### src/hw/rtl/obstacle_backup_sequencer_top_defines.svh
// Assertion macros shared by the sequencer RTL
`ifndef OBSTACLE_BACKUP_SEQUENCER_TOP_DEFINES_SVH
`define OBSTACLE_BACKUP_SEQUENCER_TOP_DEFINES_SVH

// same-cycle implication, checked out of reset
`define OBS_ASSERT_IMP(lbl, pre, post, msg) \
  lbl: assert property (@(posedge clk) disable iff (!rst_n) (pre) |-> (post)) else $error(msg);

// next-cycle implication, checked out of reset
`define OBS_ASSERT_NXT(lbl, pre, post, msg) \
  lbl: assert property (@(posedge clk) disable iff (!rst_n) (pre) |=> (post)) else $error(msg);

`endif

### src/hw/rtl/obs_seq_pkg.sv
`timescale 1ns / 1ps
package obs_seq_pkg;

  localparam int CfgIdxW  = 3;
  localparam int CfgDataW = 8;

  localparam logic [CfgIdxW-1:0] REG_WAIT_LIMIT    = 3'd0;
  localparam logic [CfgIdxW-1:0] REG_RETRY_CREDIT  = 3'd1;
  localparam logic [CfgIdxW-1:0] REG_REVERSE_TICKS = 3'd2;
  localparam logic [CfgIdxW-1:0] REG_TURN_TICKS    = 3'd3;
  localparam logic [CfgIdxW-1:0] REG_SETTLE_TICKS  = 3'd4;
  localparam logic [CfgIdxW-1:0] REG_COMPASS_BAND  = 3'd5;
  localparam logic [CfgIdxW-1:0] REG_TURN_ANGLE    = 3'd6;
  localparam logic [CfgIdxW-1:0] REG_DRIVE_SPEED   = 3'd7;

  localparam logic FUNC_SAMPLE = 1'b0;
  localparam logic FUNC_TICK   = 1'b1;

  localparam logic [1:0] PH_IDLE   = 2'd0;
  localparam logic [1:0] PH_REV    = 2'd1;
  localparam logic [1:0] PH_TURN   = 2'd2;
  localparam logic [1:0] PH_SETTLE = 2'd3;

  localparam logic [2:0] ST_CLEAR      = 3'd0;
  localparam logic [2:0] ST_NEW        = 3'd1;
  localparam logic [2:0] ST_WAITING    = 3'd2;
  localparam logic [2:0] ST_BACK_RIGHT = 3'd3;
  localparam logic [2:0] ST_BACK_LEFT  = 3'd4;

  localparam logic [6:0] RST_WAIT_LIMIT    = 7'd20;
  localparam logic [6:0] RST_RETRY_CREDIT  = 7'd30;
  localparam logic [3:0] RST_REVERSE_TICKS = 4'd4;
  localparam logic [3:0] RST_TURN_TICKS    = 4'd3;
  localparam logic [3:0] RST_SETTLE_TICKS  = 4'd2;
  localparam logic [7:0] RST_COMPASS_BAND  = 8'd20;
  localparam logic [6:0] RST_TURN_ANGLE    = 7'd40;
  localparam logic [2:0] RST_DRIVE_SPEED   = 3'd3;

  localparam logic signed [7:0] AGE_MAX = 8'sd127;
  localparam logic signed [7:0] AGE_MIN = -8'sd128;

  typedef struct packed {
    logic              func;
    logic              obstacle_flag;
    logic              lidar_stop;
    logic signed [8:0] heading_delta;
  } item_t;

  typedef struct packed {
    logic              stop_now;
    logic              override;
    logic signed [3:0] speed_cmd;
    logic signed [7:0] direction_cmd;
    logic              ignore_obstacle;
    logic [2:0]        status;
    logic signed [7:0] obstacle_age;
    logic              obstacle_active;
  } result_t;

  typedef struct packed {
    logic                we;
    logic [CfgIdxW-1:0]  idx;
    logic [CfgDataW-1:0] data;
  } cfg_wr_t;

endpackage

### src/hw/rtl/obs_seq_core.sv
`timescale 1ns / 1ps
`include "obstacle_backup_sequencer_top_defines.svh"
module obs_seq_core
  import obs_seq_pkg::*;
(
  input  logic    clk,
  input  logic    rst_n,
  input  cfg_wr_t cfg,
  input  logic    fire,
  input  item_t   item,
  output result_t res
);

  logic [6:0] wait_limit_r, retry_credit_r, turn_angle_r;
  logic [3:0] reverse_ticks_r, turn_ticks_r, settle_ticks_r;
  logic [7:0] compass_band_r;
  logic [2:0] drive_speed_r;

  logic              prev_r, prev_nxt;
  logic signed [7:0] age_r, age_nxt;
  logic [1:0]        phase_r, phase_nxt;
  logic [3:0]        left_r, left_nxt;
  logic              tl_r, tl_nxt;

  logic              seen;
  logic signed [7:0] age_inc, age_base, age_sub;
  logic signed [8:0] age_diff;
  logic [8:0]        mag;
  logic              go_right;
  logic              escape;
  logic [2:0]        status;
  logic              stop;

  always_ff @(posedge clk) begin
    if (!rst_n) begin
      wait_limit_r    <= RST_WAIT_LIMIT;
      retry_credit_r  <= RST_RETRY_CREDIT;
      reverse_ticks_r <= RST_REVERSE_TICKS;
      turn_ticks_r    <= RST_TURN_TICKS;
      settle_ticks_r  <= RST_SETTLE_TICKS;
      compass_band_r  <= RST_COMPASS_BAND;
      turn_angle_r    <= RST_TURN_ANGLE;
      drive_speed_r   <= RST_DRIVE_SPEED;
    end else if (cfg.we) begin
      unique case (cfg.idx)
        REG_WAIT_LIMIT:    wait_limit_r    <= cfg.data[6:0];
        REG_RETRY_CREDIT:  retry_credit_r  <= cfg.data[6:0];
        REG_REVERSE_TICKS: reverse_ticks_r <= cfg.data[3:0];
        REG_TURN_TICKS:    turn_ticks_r    <= cfg.data[3:0];
        REG_SETTLE_TICKS:  settle_ticks_r  <= cfg.data[3:0];
        REG_COMPASS_BAND:  compass_band_r  <= cfg.data;
        REG_TURN_ANGLE:    turn_angle_r    <= cfg.data[6:0];
        REG_DRIVE_SPEED:   drive_speed_r   <= cfg.data[2:0];
        default: ;
      endcase
    end
  end

  assign seen     = item.obstacle_flag | item.lidar_stop;
  assign age_inc  = (age_r == AGE_MAX) ? AGE_MAX : age_r + 8'sd1;
  assign age_base = (seen && !prev_r) ? 8'sd0 : age_r;
  assign age_diff = {age_base[7], age_base} - $signed({2'b00, retry_credit_r});
  assign age_sub  = (age_diff < 9'sd0 - 9'sd128) ? AGE_MIN : age_diff[7:0];
  assign mag      = item.heading_delta[8] ? 9'(-item.heading_delta) : item.heading_delta;
  assign go_right = (mag < {1'b0, compass_band_r}) ||
                    (!item.heading_delta[8] && item.heading_delta != 9'sd0);
  assign escape   = seen && !age_base[7] && (age_base[6:0] > wait_limit_r);

  always_comb begin
    prev_nxt  = prev_r;
    age_nxt   = age_r;
    phase_nxt = phase_r;
    left_nxt  = left_r;
    tl_nxt    = tl_r;
    status    = ST_CLEAR;
    stop      = 1'b0;
    if (item.func == FUNC_TICK) begin
      age_nxt = age_inc;
      if (phase_r != PH_IDLE) begin
        if (left_r > 4'd1) begin
          left_nxt = left_r - 4'd1;
        end else begin
          unique case (phase_r)
            PH_REV: begin
              phase_nxt = PH_TURN;
              left_nxt  = turn_ticks_r;
            end
            PH_TURN: begin
              phase_nxt = PH_SETTLE;
              left_nxt  = settle_ticks_r;
            end
            default: begin
              phase_nxt = PH_IDLE;
              left_nxt  = 4'd0;
            end
          endcase
        end
      end else begin
        status = prev_r ? ST_WAITING : ST_CLEAR;
      end
    end else begin
      stop = item.lidar_stop;
      if (phase_r == PH_IDLE) begin
        age_nxt = age_base;
        if (seen && !prev_r) status = ST_NEW;
        if (escape) begin
          age_nxt   = age_sub;
          tl_nxt    = !go_right;
          phase_nxt = PH_REV;
          left_nxt  = reverse_ticks_r;
        end else if (seen && prev_r) begin
          status = ST_WAITING;
        end
        prev_nxt = seen;
      end
    end
  end

  always_ff @(posedge clk) begin
    if (!rst_n) begin
      prev_r  <= 1'b0;
      age_r   <= 8'sd0;
      phase_r <= PH_IDLE;
      left_r  <= 4'd0;
      tl_r    <= 1'b0;
    end else if (fire) begin
      prev_r  <= prev_nxt;
      age_r   <= age_nxt;
      phase_r <= phase_nxt;
      left_r  <= left_nxt;
      tl_r    <= tl_nxt;
    end
  end

  always_comb begin
    res                 = '0;
    res.stop_now        = stop;
    res.override        = (phase_nxt != PH_IDLE);
    res.ignore_obstacle = (phase_nxt != PH_IDLE);
    res.status          = status;
    res.obstacle_age    = age_nxt;
    res.obstacle_active = prev_nxt;
    if (phase_nxt != PH_IDLE) begin
      res.status = tl_nxt ? ST_BACK_LEFT : ST_BACK_RIGHT;
      if (phase_nxt == PH_REV) begin
        res.speed_cmd = 4'sd0 - $signed({1'b0, drive_speed_r});
      end else if (phase_nxt == PH_TURN) begin
        res.speed_cmd     = $signed({1'b0, drive_speed_r});
        res.direction_cmd = tl_nxt ? 8'sd0 - $signed({1'b0, turn_angle_r})
                                   : $signed({1'b0, turn_angle_r});
      end
    end
  end

  `OBS_ASSERT_IMP(a_idle_no_count, phase_r == PH_IDLE, left_r == 4'd0, "idle with ticks left")
  `OBS_ASSERT_NXT(a_escape_holds_track,
    fire && item.func == FUNC_SAMPLE && phase_r != PH_IDLE,
    prev_r == $past(prev_r) && age_r == $past(age_r), "sample changed tracking during escape")
  `OBS_ASSERT_IMP(a_override_status, res.override,
    res.status == ST_BACK_RIGHT || res.status == ST_BACK_LEFT, "escape without backing status")

endmodule

### src/hw/rtl/obstacle_backup_sequencer_top.sv
// An accepted word passes through the input stage, then the result register.
// Throughput: one word per cycle; input stage and result register keep flowing while
// the result side takes a word every cycle.
// Reset: synchronous active-low rst_n clears both stages, the tracking state and
// loads the register defaults; no clearing pass follows.
`timescale 1ns / 1ps
`include "obstacle_backup_sequencer_top_defines.svh"
module obstacle_backup_sequencer_top
  import obs_seq_pkg::*;
(
  input  logic                clk,
  input  logic                rst_n,
  input  logic                cfg_we,
  input  logic [CfgIdxW-1:0]  cfg_idx,
  input  logic [CfgDataW-1:0] cfg_data,
  input  logic                in_valid,
  output logic                in_ready,
  input  logic                in_func,
  input  logic                in_obstacle_flag,
  input  logic                in_lidar_stop,
  input  logic signed [8:0]   in_heading_delta,
  output logic                out_valid,
  input  logic                out_ready,
  output logic                out_stop_now,
  output logic                out_override,
  output logic signed [3:0]   out_speed_cmd,
  output logic signed [7:0]   out_direction_cmd,
  output logic                out_ignore_obstacle,
  output logic [2:0]          out_status,
  output logic signed [7:0]   out_obstacle_age,
  output logic                out_obstacle_active
);

  logic    stg_vld_r, stg_vld_nxt;
  item_t   stg_r;
  logic    out_vld_r, out_vld_nxt;
  result_t out_r;
  result_t res;
  cfg_wr_t cfg;
  logic    adv, fire, take;

  assign adv      = !out_vld_r || out_ready;
  assign fire     = stg_vld_r && adv;
  assign in_ready = !stg_vld_r || adv;
  assign take     = in_valid && in_ready;

  assign cfg.we   = cfg_we;
  assign cfg.idx  = cfg_idx;
  assign cfg.data = cfg_data;

  assign stg_vld_nxt = take ? 1'b1 : (fire ? 1'b0 : stg_vld_r);
  assign out_vld_nxt = fire ? 1'b1 : (out_ready ? 1'b0 : out_vld_r);

  always_ff @(posedge clk) begin
    if (!rst_n) begin
      stg_vld_r <= 1'b0;
      out_vld_r <= 1'b0;
    end else begin
      stg_vld_r <= stg_vld_nxt;
      out_vld_r <= out_vld_nxt;
    end
  end

  always_ff @(posedge clk) begin
    if (take) begin
      stg_r.func          <= in_func;
      stg_r.obstacle_flag <= in_obstacle_flag;
      stg_r.lidar_stop    <= in_lidar_stop;
      stg_r.heading_delta <= in_heading_delta;
    end
    if (fire) out_r <= res;
  end

  obs_seq_core u_core (
    .clk  (clk),
    .rst_n(rst_n),
    .cfg  (cfg),
    .fire (fire),
    .item (stg_r),
    .res  (res)
  );

  assign out_valid           = out_vld_r;
  assign out_stop_now        = out_r.stop_now;
  assign out_override        = out_r.override;
  assign out_speed_cmd       = out_r.speed_cmd;
  assign out_direction_cmd   = out_r.direction_cmd;
  assign out_ignore_obstacle = out_r.ignore_obstacle;
  assign out_status          = out_r.status;
  assign out_obstacle_age    = out_r.obstacle_age;
  assign out_obstacle_active = out_r.obstacle_active;

  `OBS_ASSERT_IMP(a_stall_cause, !in_ready,
    stg_vld_r && out_vld_r && !out_ready, "input stalled without cause")
  `OBS_ASSERT_NXT(a_fire_fills_out, fire, out_vld_r, "advanced word not presented")
  `OBS_ASSERT_NXT(a_out_hold, out_vld_r && !out_ready,
    out_vld_r && $stable(out_r), "result word changed while stalled")

endmodule
### config.mk
export PLATFORM = sky130hd
export DESIGN_NAME = obstacle_backup_sequencer_top
export DESIGN_NICKNAME = d
export VERILOG_FILES = /design/src/hw/rtl/obs_seq_pkg.sv /design/src/hw/rtl/obs_seq_core.sv /design/src/hw/rtl/obstacle_backup_sequencer_top.sv
export VERILOG_INCLUDE_DIRS = /design/src /design/src/hw/rtl
export SDC_FILE = /design/constraint.sdc
export NUM_CORES = 1
export LEC_CHECK = 0
export BUFFER_PORTS_ARGS = -buffer_cell sky130_fd_sc_hd__buf_2
export CAP_MARGIN = 10
export CORE_MARGIN = 2
export CORE_UTILIZATION = 45
export DETAILED_ROUTE_END_ITERATION = 12
export PLACE_DENSITY = 0.68
export SYNTH_ARGS = -nofsm -noshare
export SYNTH_HDL_FRONTEND = slang
export SYNTH_SLANG_ARGS = --single-unit
### constraint.sdc
create_clock -name clk -period 3.6 [get_ports clk]
set_clock_uncertainty 0.2 [all_clocks]
set_input_delay 0.9 -clock clk [delete_from_list [all_inputs] [get_ports clk]]
set_output_delay 0.9 -clock clk [all_outputs]
set_load 0.01 [all_outputs]
==> out/metrics.cfg, run 1 <==
[global_routing]
grt_pass1_wl_um = 22400
grt_start_max_net_pins = 38
overflow = 0
grt_use_total_pct = 21.7
grt_pass1_vias = 4510
antenna_found_initial = 0

[die]
rows = 40
pin_count = 57
core_area_um2 = 12100
die_w_um = 115
dieArea_um2 = 13300
initial_core_util_pct = 46.3
die_y_um = 115

[timing]
period_share_pct = 94.2
post-route-min-period_ns = 3.39
tns_ns = 0
whs_ns = 0.257
setup_ws_ns = 0.210
slew_headroom_pct = 52.8
fmaxAchievable_mhz = 295
maxSlewViolCount = 0
hold_viol_final = 0
worst_pin_slew_ns = 0.703
setup_viol = 0

[place]
gp_congestion = 0.944
hpwl_um = 10200
io_buffers = 56
dpl_worst_slack_ns = -0.0230
place_inst = 831
postPlaceCellArea_um2 = 6080

[layout]
utilization_pct = 53.2
nets = 734
area_delta_synth_final_pct = 14.8
num_antenna_cells = 0
design_area_um2 = 6410
nFillCells = 1093
drive_above_1_share_pct = 17.3
final_cells = 850

[routing]
drc = 0
drtPass1Iterations = 5
wire_per_inst_um = 16.0
drtIter0Drc = 304
viasPerCell = 5.54
vias = 4707
wirelength_um = 13600
ant_nets = 0

[yosys]
synth_ff_type = dfxtp_1
synth_warnings = 0
syn-cell-area_um2 = 5580
synthCells = 618
ys_seq_area_share_pct = 42.7
syn_nets = 675
ys_top_cells_by_area = dfxtp_1, edfxtp_1, ha_1, nand2_1, mux2i_1
synth-edff-count = 38
synth-seq-cells = 100
async_reset_ff_share_pct = 0
synth_cell_types = 72
syn_area_per_cell_um2 = 9.04
synth_top_cell_by_area = dfxtp_1
synth_top_area_share_pct = 22.2

[status]
status = completed

[clocking]
cts.sinks = 100
insertion_delay_ns = 0.35
cts.path.max_buffers = 2
cts_tree = done
cts_buffers = 9
ctsHtreeMaxLevel = 3
root_buffer = clkbuf_16
cts_hold_buf = 0
path_clk_slew_ns = 0.07

[job]
drv_cap = 0

[power]
p_leak_nw = 2.55
p_total_mw = 2.50
p_per_area_nw_per_um2 = 389
irDropWorstVdd_mv = 0.241

[critical_path]
r2r_start = stg_r[9]
startpoint_type = flop
critPathKind = flop to flop
cp.arrival_ns = 3.45
worstPathRequired_ns = 3.66
regToRegSetupSlack_ns = 0.21
crit_fanout = 5
r2r_cells = 11
crit_path_end_kind = flop
critPathLaunch = stg_r[9]

[hold_path]
hp-class = flop to flop
min_from = u_core.compass_band_r[0]
whs_path_depth = 2

[sequential cells by signal, summed over array words and instances, names as in the netlist]
register / flops
u_core.age_r: 8
u_core.phase_r: 2
u_core.left_r: 4
u_core.reverse_ticks_r: 4
u_core.drive_speed_r: 3
out_obstacle_age: 8
u_core.settle_ticks_r: 4
u_core.tl_r: 1
u_core.compass_band_r: 8
stg_vld_r: 1
out_obstacle_active: 1
stg_r: 12
u_core.prev_r: 1
u_core.turn_ticks_r: 4
u_core.wait_limit_r: 7
out_speed_cmd: 4
u_core.retry_credit_r: 7
out_valid: 1
out_direction_cmd: 8
out_ignore_obstacle: 1
out_status: 3
u_core.turn_angle_r: 7
out_stop_now: 1
[critical path: stages, from the launching register on]
cell       delay (ns)
edfxtp_1         0.48
o21ba_2          0.29
nor2_1           0.26
ha_1             0.31
and4_1           0.21
nand2_1          0.12
o31a_1           0.22
o21ai_1          0.17
buf_4            0.20
a2111oi_4        0.45
a221oi_2         0.14
o31ai_1          0.25
[per-layer routing]
layer / global-route usage, % / routed length (um) / part of all wire [%]
met1: 29.7 / 6460 / 47
met2: 35.0 / 6310 / 46
met3: 3.32 / 604 / 4.4
met4: 7.47 / 254 / 1.9
met5: 0 / 0 / 0
[where the power goes]
group / switching [mW] / internal (mW)
sequential: 0.0319 / 1.22
clock: 0.457 / 0.481
combinational: 0.186 / 0.122
[cell usage in the layout, fill, tap and decap left out, drive strengths merged, types with 5 or more instances in the layout]
cell    instances
a31oi          14
nand3          15
nand2b         10
nor2           53
and3            6
edfxtp         38
mux2i          29
inv            48
a21oi          49
ha             28
clkbuf          9
and2           10
nand2          86
dfxtp          62
o21ai          26
o211ai         12
a211oi          5
xnor2          10
nor2b           8
buf            75
o31ai           6
nor3            9
a22o            5
[timing repair]
action,4_1_cts,5_1_grt
gates cloned,0,0
gates resized for setup,0,5
endpoints found under the hold margin,0,0
pin swaps,1,3
setup buffers,0,3
endpoints found under the setup margin,2,19
[cell type report]
cell class	instances	area [um^2]	area share, %
clock buffers	9	225	3.51
flip-flops and latches	100	2380	37.2
repair buffers	75	423	6.60
inverters	43	161	2.52
multi-input cells	448	2950	46.1
clock inverters	7	56.3	0.878
well taps	168	210	3.28
[cells in the mapped netlist, types with 6 or more instances]
cell type,instances
a21oi_1,48
a31oi_1,13
and2_1,8
and3_1,6
buf_2,6
clkbuf_1,18
dfxtp_1,62
edfxtp_1,38
ha_1,28
inv_1,42
mux2i_1,29
nand2_1,86
nand2b_1,10
nand3_1,15
nor2_1,53
nor2b_1,8
nor3_1,8
o211ai_1,12
o21ai_0,22
o31ai_1,6
xnor2_1,10
[kinds of logic after synthesis]
kind of cell	Yosys count	synth area share, %
flip-flops	100	42.7
AND/OR/NAND/NOR	219	18.4
multiplexers	29	5.20
adder cells (fa/ha/maj)	30	6.81
XOR/XNOR	11	1.73
AO/OA/AOI/OAI	159	20.3
buffers and inverters	70	4.91
[worst paths after layout]
path,to
setup / recovery,u_core.age_r[1]
hold / removal,u_core.compass_band_r[0]
setup reg to reg,u_core.age_r[1]
hold reg to reg,u_core.compass_band_r[0]
(Power assumes the default switching activity.)
==> inputs of run 2 (changes only) <==
- PLACE_DENSITY: 0.68 -> unset
- PLACE_DENSITY_LB_ADDON: unset -> 0.12
==> run 2 against run 1 <==
Against the previous run:
- combinational power about the same
- via count decreased by 1.9%
- clock power increased by 28%
- maximum frequency decreased by 1.3%
- register-to-register slack got worse by 0.05 ns
- worst hold slack improved by 0.0037 ns
- sequential share of layout area decreased by 0.60 points
- critical path type unchanged
- critical endpoint unchanged
- largest cell class unchanged
- highest routed layer unchanged
==> out/metrics.cfg, run 2 (synthesis gave the netlist of run 1 again) <==
[global_routing]
grt_use_total_pct = 21.4  ; -0.31 points
grt_pass1_wl_um = 21900  ; -2.3%
antenna_found_initial = 0  ; unchanged
grt_pass1_vias = 4347  ; -3.6%
overflow = 0  ; unchanged
grt_start_max_net_pins = 38  ; unchanged

[timing]
fmaxAchievable_mhz = 291  ; -1.3%
period_share_pct = 95.4  ; +1.3 points
hold_viol_final = 0  ; unchanged
maxSlewViolCount = 0  ; unchanged
rsz0062_at_grt = yes
post-route-min-period_ns = 3.44  ; +0.0451 ns
worst_pin_slew_ns = 0.689  ; -0.0137 ns
setup_viol = 0  ; unchanged
setup_ws_ns = 0.165  ; -0.0451 ns
slew_headroom_pct = 53.7  ; +0.92 points

[die]
core_area_um2 = 12100  ; unchanged
dieArea_um2 = 13300  ; unchanged
rows = 40  ; unchanged
die_w_um = 115  ; unchanged
pin_count = 57  ; unchanged
die_y_um = 115  ; unchanged
initial_core_util_pct = 46.3  ; unchanged

[critical_path]
critPathKind = flop to flop
crit_fanout = 5  ; unchanged
crit_path_end_kind = flop
cp.arrival_ns = 3.50  ; +0.05 ns
startpoint_type = flop
worstPathRequired_ns = 3.67  ; about the same

[power]
p_leak_nw = 2.59  ; +1.5%
cell_internal_pwr_mw = 2.10  ; +15%
power_switching_mw = 0.666  ; -1.4%
share_comb_of_total_power_pct = 11.1  ; -1.2 points
seqPwrFrac_pct = 45.3  ; -4.8 points
irDropWorstVdd_mv = 0.351  ; +46%
netSwitchingFraction_pct = 24.1  ; -2.9 points
p_per_area_nw_per_um2 = 424  ; +8.8%
pwr-share-clk_pct = 43.6  ; +6.1 points

[place]
dpl_worst_slack_ns = -0.0113  ; +0.0117 ns
gp_congestion = 0.904  ; -4.3%
hpwl_um = 10000  ; -2.2%
io_buffers = 56  ; unchanged
postPlaceCellArea_um2 = 6090  ; +0.12%
place_inst = 832  ; +0.12%

[clocking]
cts_buffers = 9  ; unchanged
cts.sinks = 100  ; unchanged
ctsHtreeMaxLevel = 3  ; unchanged
insertion_delay_ns = 0.36  ; about the same
cts_tree = done
cts_hold_buf = 0  ; unchanged
path_clk_slew_ns = 0.07  ; about the same
root_buffer = clkbuf_16
cts.path.max_buffers = 2  ; unchanged

[layout]
num_antenna_cells = 0  ; unchanged
regMostFlops = stg_r
largest_reg_flops = 12  ; unchanged
final_common_cell = nand2_1
final_cell_mix = nand2_1, dfxtp_1, buf_2
design_area_um2 = 6520  ; +1.6%
final_cells = 850  ; unchanged
area_delta_synth_final_pct = 16.7
nFillCells = 1115  ; +2.0%
drive_above_1_share_pct = 17.6  ; +0.29 points
nets = 734  ; unchanged
utilization_pct = 54.0  ; +0.87 points

[job]
drv_cap = 0  ; unchanged

[routing]
drtIter0Drc = 296  ; -2.6%
vias = 4618  ; -1.9%
ant_nets = 0  ; unchanged
drtPass1Iterations = 5  ; unchanged
wirelength_um = 13500  ; -1.1%
wire_per_inst_um = 15.8  ; -1.1%
viasPerCell = 5.43  ; -1.9%
drc = 0  ; unchanged

[hold_path]
hp-class = flop to flop

[status]
status = completed

run 2: final cells by class:
type / instances / area (um^2) / area share [%]
clock inverters: 7 / 145 / 2.23
repair buffers: 75 / 423 / 6.49
flip-flops and latches: 100 / 2380 / 36.6
clock buffers: 9 / 225 / 3.46
multi-input cells: 448 / 2970 / 45.6
inverters: 43 / 161 / 2.48
well taps: 168 / 210 / 3.23
run 2: per-stage QoR:
step / total power, mW / setup TNS, ns / hold WS (ns)
global route: 2.86 / -0.0212 / 0.273
CTS: 2.77 / 0 / 0.263
global placement: 1.57 / 0 / 0.245
floorplan: 1.47 / 0 / 0.232
detailed placement: 1.57 / -0.0113 / 0.253
finish: 2.76 / 0 / 0.261
run 2: power groups by stage:
| stage | sequential, mW | combinational [mW] | clock (mW) |
|---|---|---|---|
| floorplan | 1.27 | 0.195 | 0 |
| global placement | 1.27 | 0.293 | 0 |
| detailed placement | 1.28 | 0.298 | 0 |
| CTS | 1.25 | 0.301 | 1.22 |
| global route | 1.26 | 0.342 | 1.26 |
| finish | 1.25 | 0.306 | 1.20 |
run 2: path summary, 6_finish.rpt:
check | from | end | slack, ns | cells after the start
min reg2reg | u_core.compass_band_r[3] | u_core.compass_band_r[3] | 0.26 | 2
max reg2reg | stg_r[9] | u_core.age_r[1] | 0.16 | 12
min | u_core.compass_band_r[3] | u_core.compass_band_r[3] | 0.26 | 2
max | stg_r[9] | u_core.age_r[1] | 0.16 | 12
run 2: critical path, stage by stage, from the launching register on:
cell	delay, ns
edfxtp_1	0.50
o21bai_4	0.23
nand2_1	0.10
ha_1	0.23
fa_2	0.40
nor2b_1	0.16
a311oi_2	0.27
o2111ai_1	0.20
and2_4	0.20
a2111oi_4	0.33
buf_4	0.19
a221oi_2	0.08
o31ai_1	0.25
run 2: what timing repair did:
action	4_1_cts	5_1_grt
endpoints found under the setup margin	2	20
pin swaps	2	3
gates resized for setup	0	9
buffers inserted	1	1
run 2: metal layers:
metal	routed length (um)	vias to the layer above	global-route usage [%]
li1	-	2319	-
met1	6420	2155	29.7
met2	6060	124	33.1
met3	705	20	3.69
met4	288	0	8.59
met5	0	-	0
==> inputs of run 3 (changes only) <==
- BUFFER_PORTS_ARGS: -buffer_cell sky130_fd_sc_hd__buf_2 -> -buffer_cell sky130_fd_sc_hd__buf_4
==> run 3 against run 2 <==
Against the previous run:
- via count is 0.26% higher
- clock power is 25% lower
- maximum frequency is 0.94% higher
- critical endpoint unchanged
- worst hold slack worse by 0.0048 ns
- highest routed layer unchanged
- non-clock buffer count is 6 higher
==> out/metrics.cfg, run 3 (synthesis gave the netlist of run 1 again) <==
[clocking]
cts_hold_buf = 0  ; unchanged
cts_tree = done
cts_buffers = 9  ; unchanged
ctsHtreeMaxLevel = 3  ; unchanged
cts.sinks = 100  ; unchanged
path_clk_slew_ns = 0.07  ; about the same
insertion_delay_ns = 0.35  ; about the same
cts.path.max_buffers = 2  ; unchanged
root_buffer = clkbuf_16

[timing]
post-route-min-period_ns = 3.40  ; -0.0320 ns
maxSlewViolCount = 0  ; unchanged
fmaxAchievable_mhz = 294  ; +0.94%
setup_viol = 0  ; unchanged
slew_headroom_pct = 55.5  ; +1.8 points
worst_pin_slew_ns = 0.667  ; -0.0227 ns
period_share_pct = 94.5  ; -0.89 points
hold_viol_final = 0  ; unchanged
rsz0062_at_grt = no
tns_ns = 0  ; unchanged

[critical_path]
crit_fanout = 7  ; +2
worstPathRequired_ns = 3.65  ; -0.02 ns
critPathKind = flop to flop
startpoint_type = flop
cp.arrival_ns = 3.46  ; -0.04 ns
crit_path_end_kind = flop

[layout]
final_cell_mix = nand2_1, buf_4, dfxtp_1
nFillCells = 1114  ; -0.090%
nets = 740  ; +0.82%
final_common_cell = nand2_1
drive_above_1_share_pct = 18.2  ; +0.57 points
area_delta_synth_final_pct = 17.9
regMostFlops = stg_r
largest_reg_flops = 12  ; unchanged
num_antenna_cells = 0  ; unchanged
final_cells = 856  ; +0.71%

[routing]
viasPerCell = 5.41  ; -0.44%
ant_nets = 0  ; unchanged
wire_per_inst_um = 15.9  ; +0.35%
vias = 4630  ; +0.26%
drc = 0  ; unchanged
drtIter0Drc = 260  ; -12%
drtPass1Iterations = 4  ; -1
wirelength_um = 13600  ; +1.1%

[global_routing]
antenna_found_initial = 0  ; unchanged
grt_pass1_vias = 4389  ; +0.97%
grt_start_max_net_pins = 38  ; unchanged
grt_use_total_pct = 21.4  ; +0.052 points
overflow = 0  ; unchanged
grt_pass1_wl_um = 22200  ; +1.2%

[die]
dieArea_um2 = 13300  ; unchanged
core_area_um2 = 12100  ; unchanged
die_w_um = 115  ; unchanged
initial_core_util_pct = 46.3  ; unchanged
die_y_um = 115  ; unchanged
pin_count = 57  ; unchanged
rows = 40  ; unchanged

[place]
hpwl_um = 10200  ; +1.7%
io_buffers = 56  ; unchanged
gp_congestion = 0.934  ; +3.3%
place_inst = 836  ; +0.48%

[power]
p_per_area_nw_per_um2 = 376  ; -11%
p_leak_nw = 2.62  ; +1.2%
irDropWorstVdd_mv = 0.190  ; -46%

[hold_path]
hp-class = flop to flop

[job]
drv_cap = 0  ; unchanged

[status]
status = completed

[run 3: cell count changes in the layout (fill, tap and decap cells not counted), moves of 3 or more]
cell,before,now
buf_2,56,0
buf_4,19,81
bufinv_16,4,0
clkinv_2,0,3
[run 3: repair_timing]
action	4_1_cts	5_1_grt
buffers inserted	0	4
gates resized for setup	1	6
endpoints found under the setup margin	1	19
pin swaps	0	4
[run 3: worst paths after layout]
| path | startpoint | end | slack, ns | cells after the start |
|---|---|---|---|---|
| max | stg_r[10] | u_core.age_r[1] | 0.20 | 12 |
| min | u_core.wait_limit_r[6] | u_core.wait_limit_r[6] | 0.26 | 2 |
| max reg2reg | stg_r[10] | u_core.age_r[1] | 0.20 | 12 |
| min reg2reg | u_core.wait_limit_r[6] | u_core.wait_limit_r[6] | 0.26 | 2 |
[run 3: per-stage QoR]
| step | instance area [um^2] | power (mW) | hold slack (ns) | utilization (%) | setup slack [ns] |
|---|---|---|---|---|---|
| after CTS | 6540 | 2.49 | 0.259 | 54.2 | 0.0105 |
| after floorplan | 5580 | 1.47 | 0.232 | - | 0.237 |
| after detailed placement | 6260 | 1.60 | 0.250 | 51.9 | 0.0208 |
| after global routing | 6580 | 2.58 | 0.282 | 54.6 | 0.0142 |
| after global placement | 6260 | 1.59 | 0.244 | 51.9 | 0.0711 |
| final | 6580 | 2.48 | 0.256 | 54.6 | 0.197 |
[run 3: where the power goes]
group | leakage [nW] | switching (mW) | internal, mW
Clock | 0.133 | 0.431 | 0.469
Combinational | 1.61 | 0.185 | 0.141
Sequential | 0.871 | 0.0313 | 1.22
[run 3: final cells by class]
cell class	count	area (um^2)	area share (%)
tap	168	210	3.19
timing repair buffer	81	608	9.24
clock buffer	10	229	3.48
multi-input combinational	448	2950	44.8
inverter	43	161	2.45
clock inverter	6	40.0	0.608
sequential	100	2380	36.2
[run 3: critical path, cell delays in order, from the launching register on]
cell and delay, ns:
edfxtp_1 0.49, o21bai_4 0.26, nand2_1 0.11, ha_1 0.23
fa_2 0.39, nor2b_1 0.16, a311oi_2 0.23, o2111ai_1 0.19
and2_4 0.20, a2111oi_4 0.33, buf_4 0.19, a221oi_2 0.07
o31ai_1 0.26
[run 3: per-layer routing]
metal	wire length [um]	up-vias	track usage, %
met4	246	0	8.43
met2	6240	105	33.9
met5	0	-	0
li1	-	2333	-
met3	665	17	3.00
met1	6460	2175	29.7
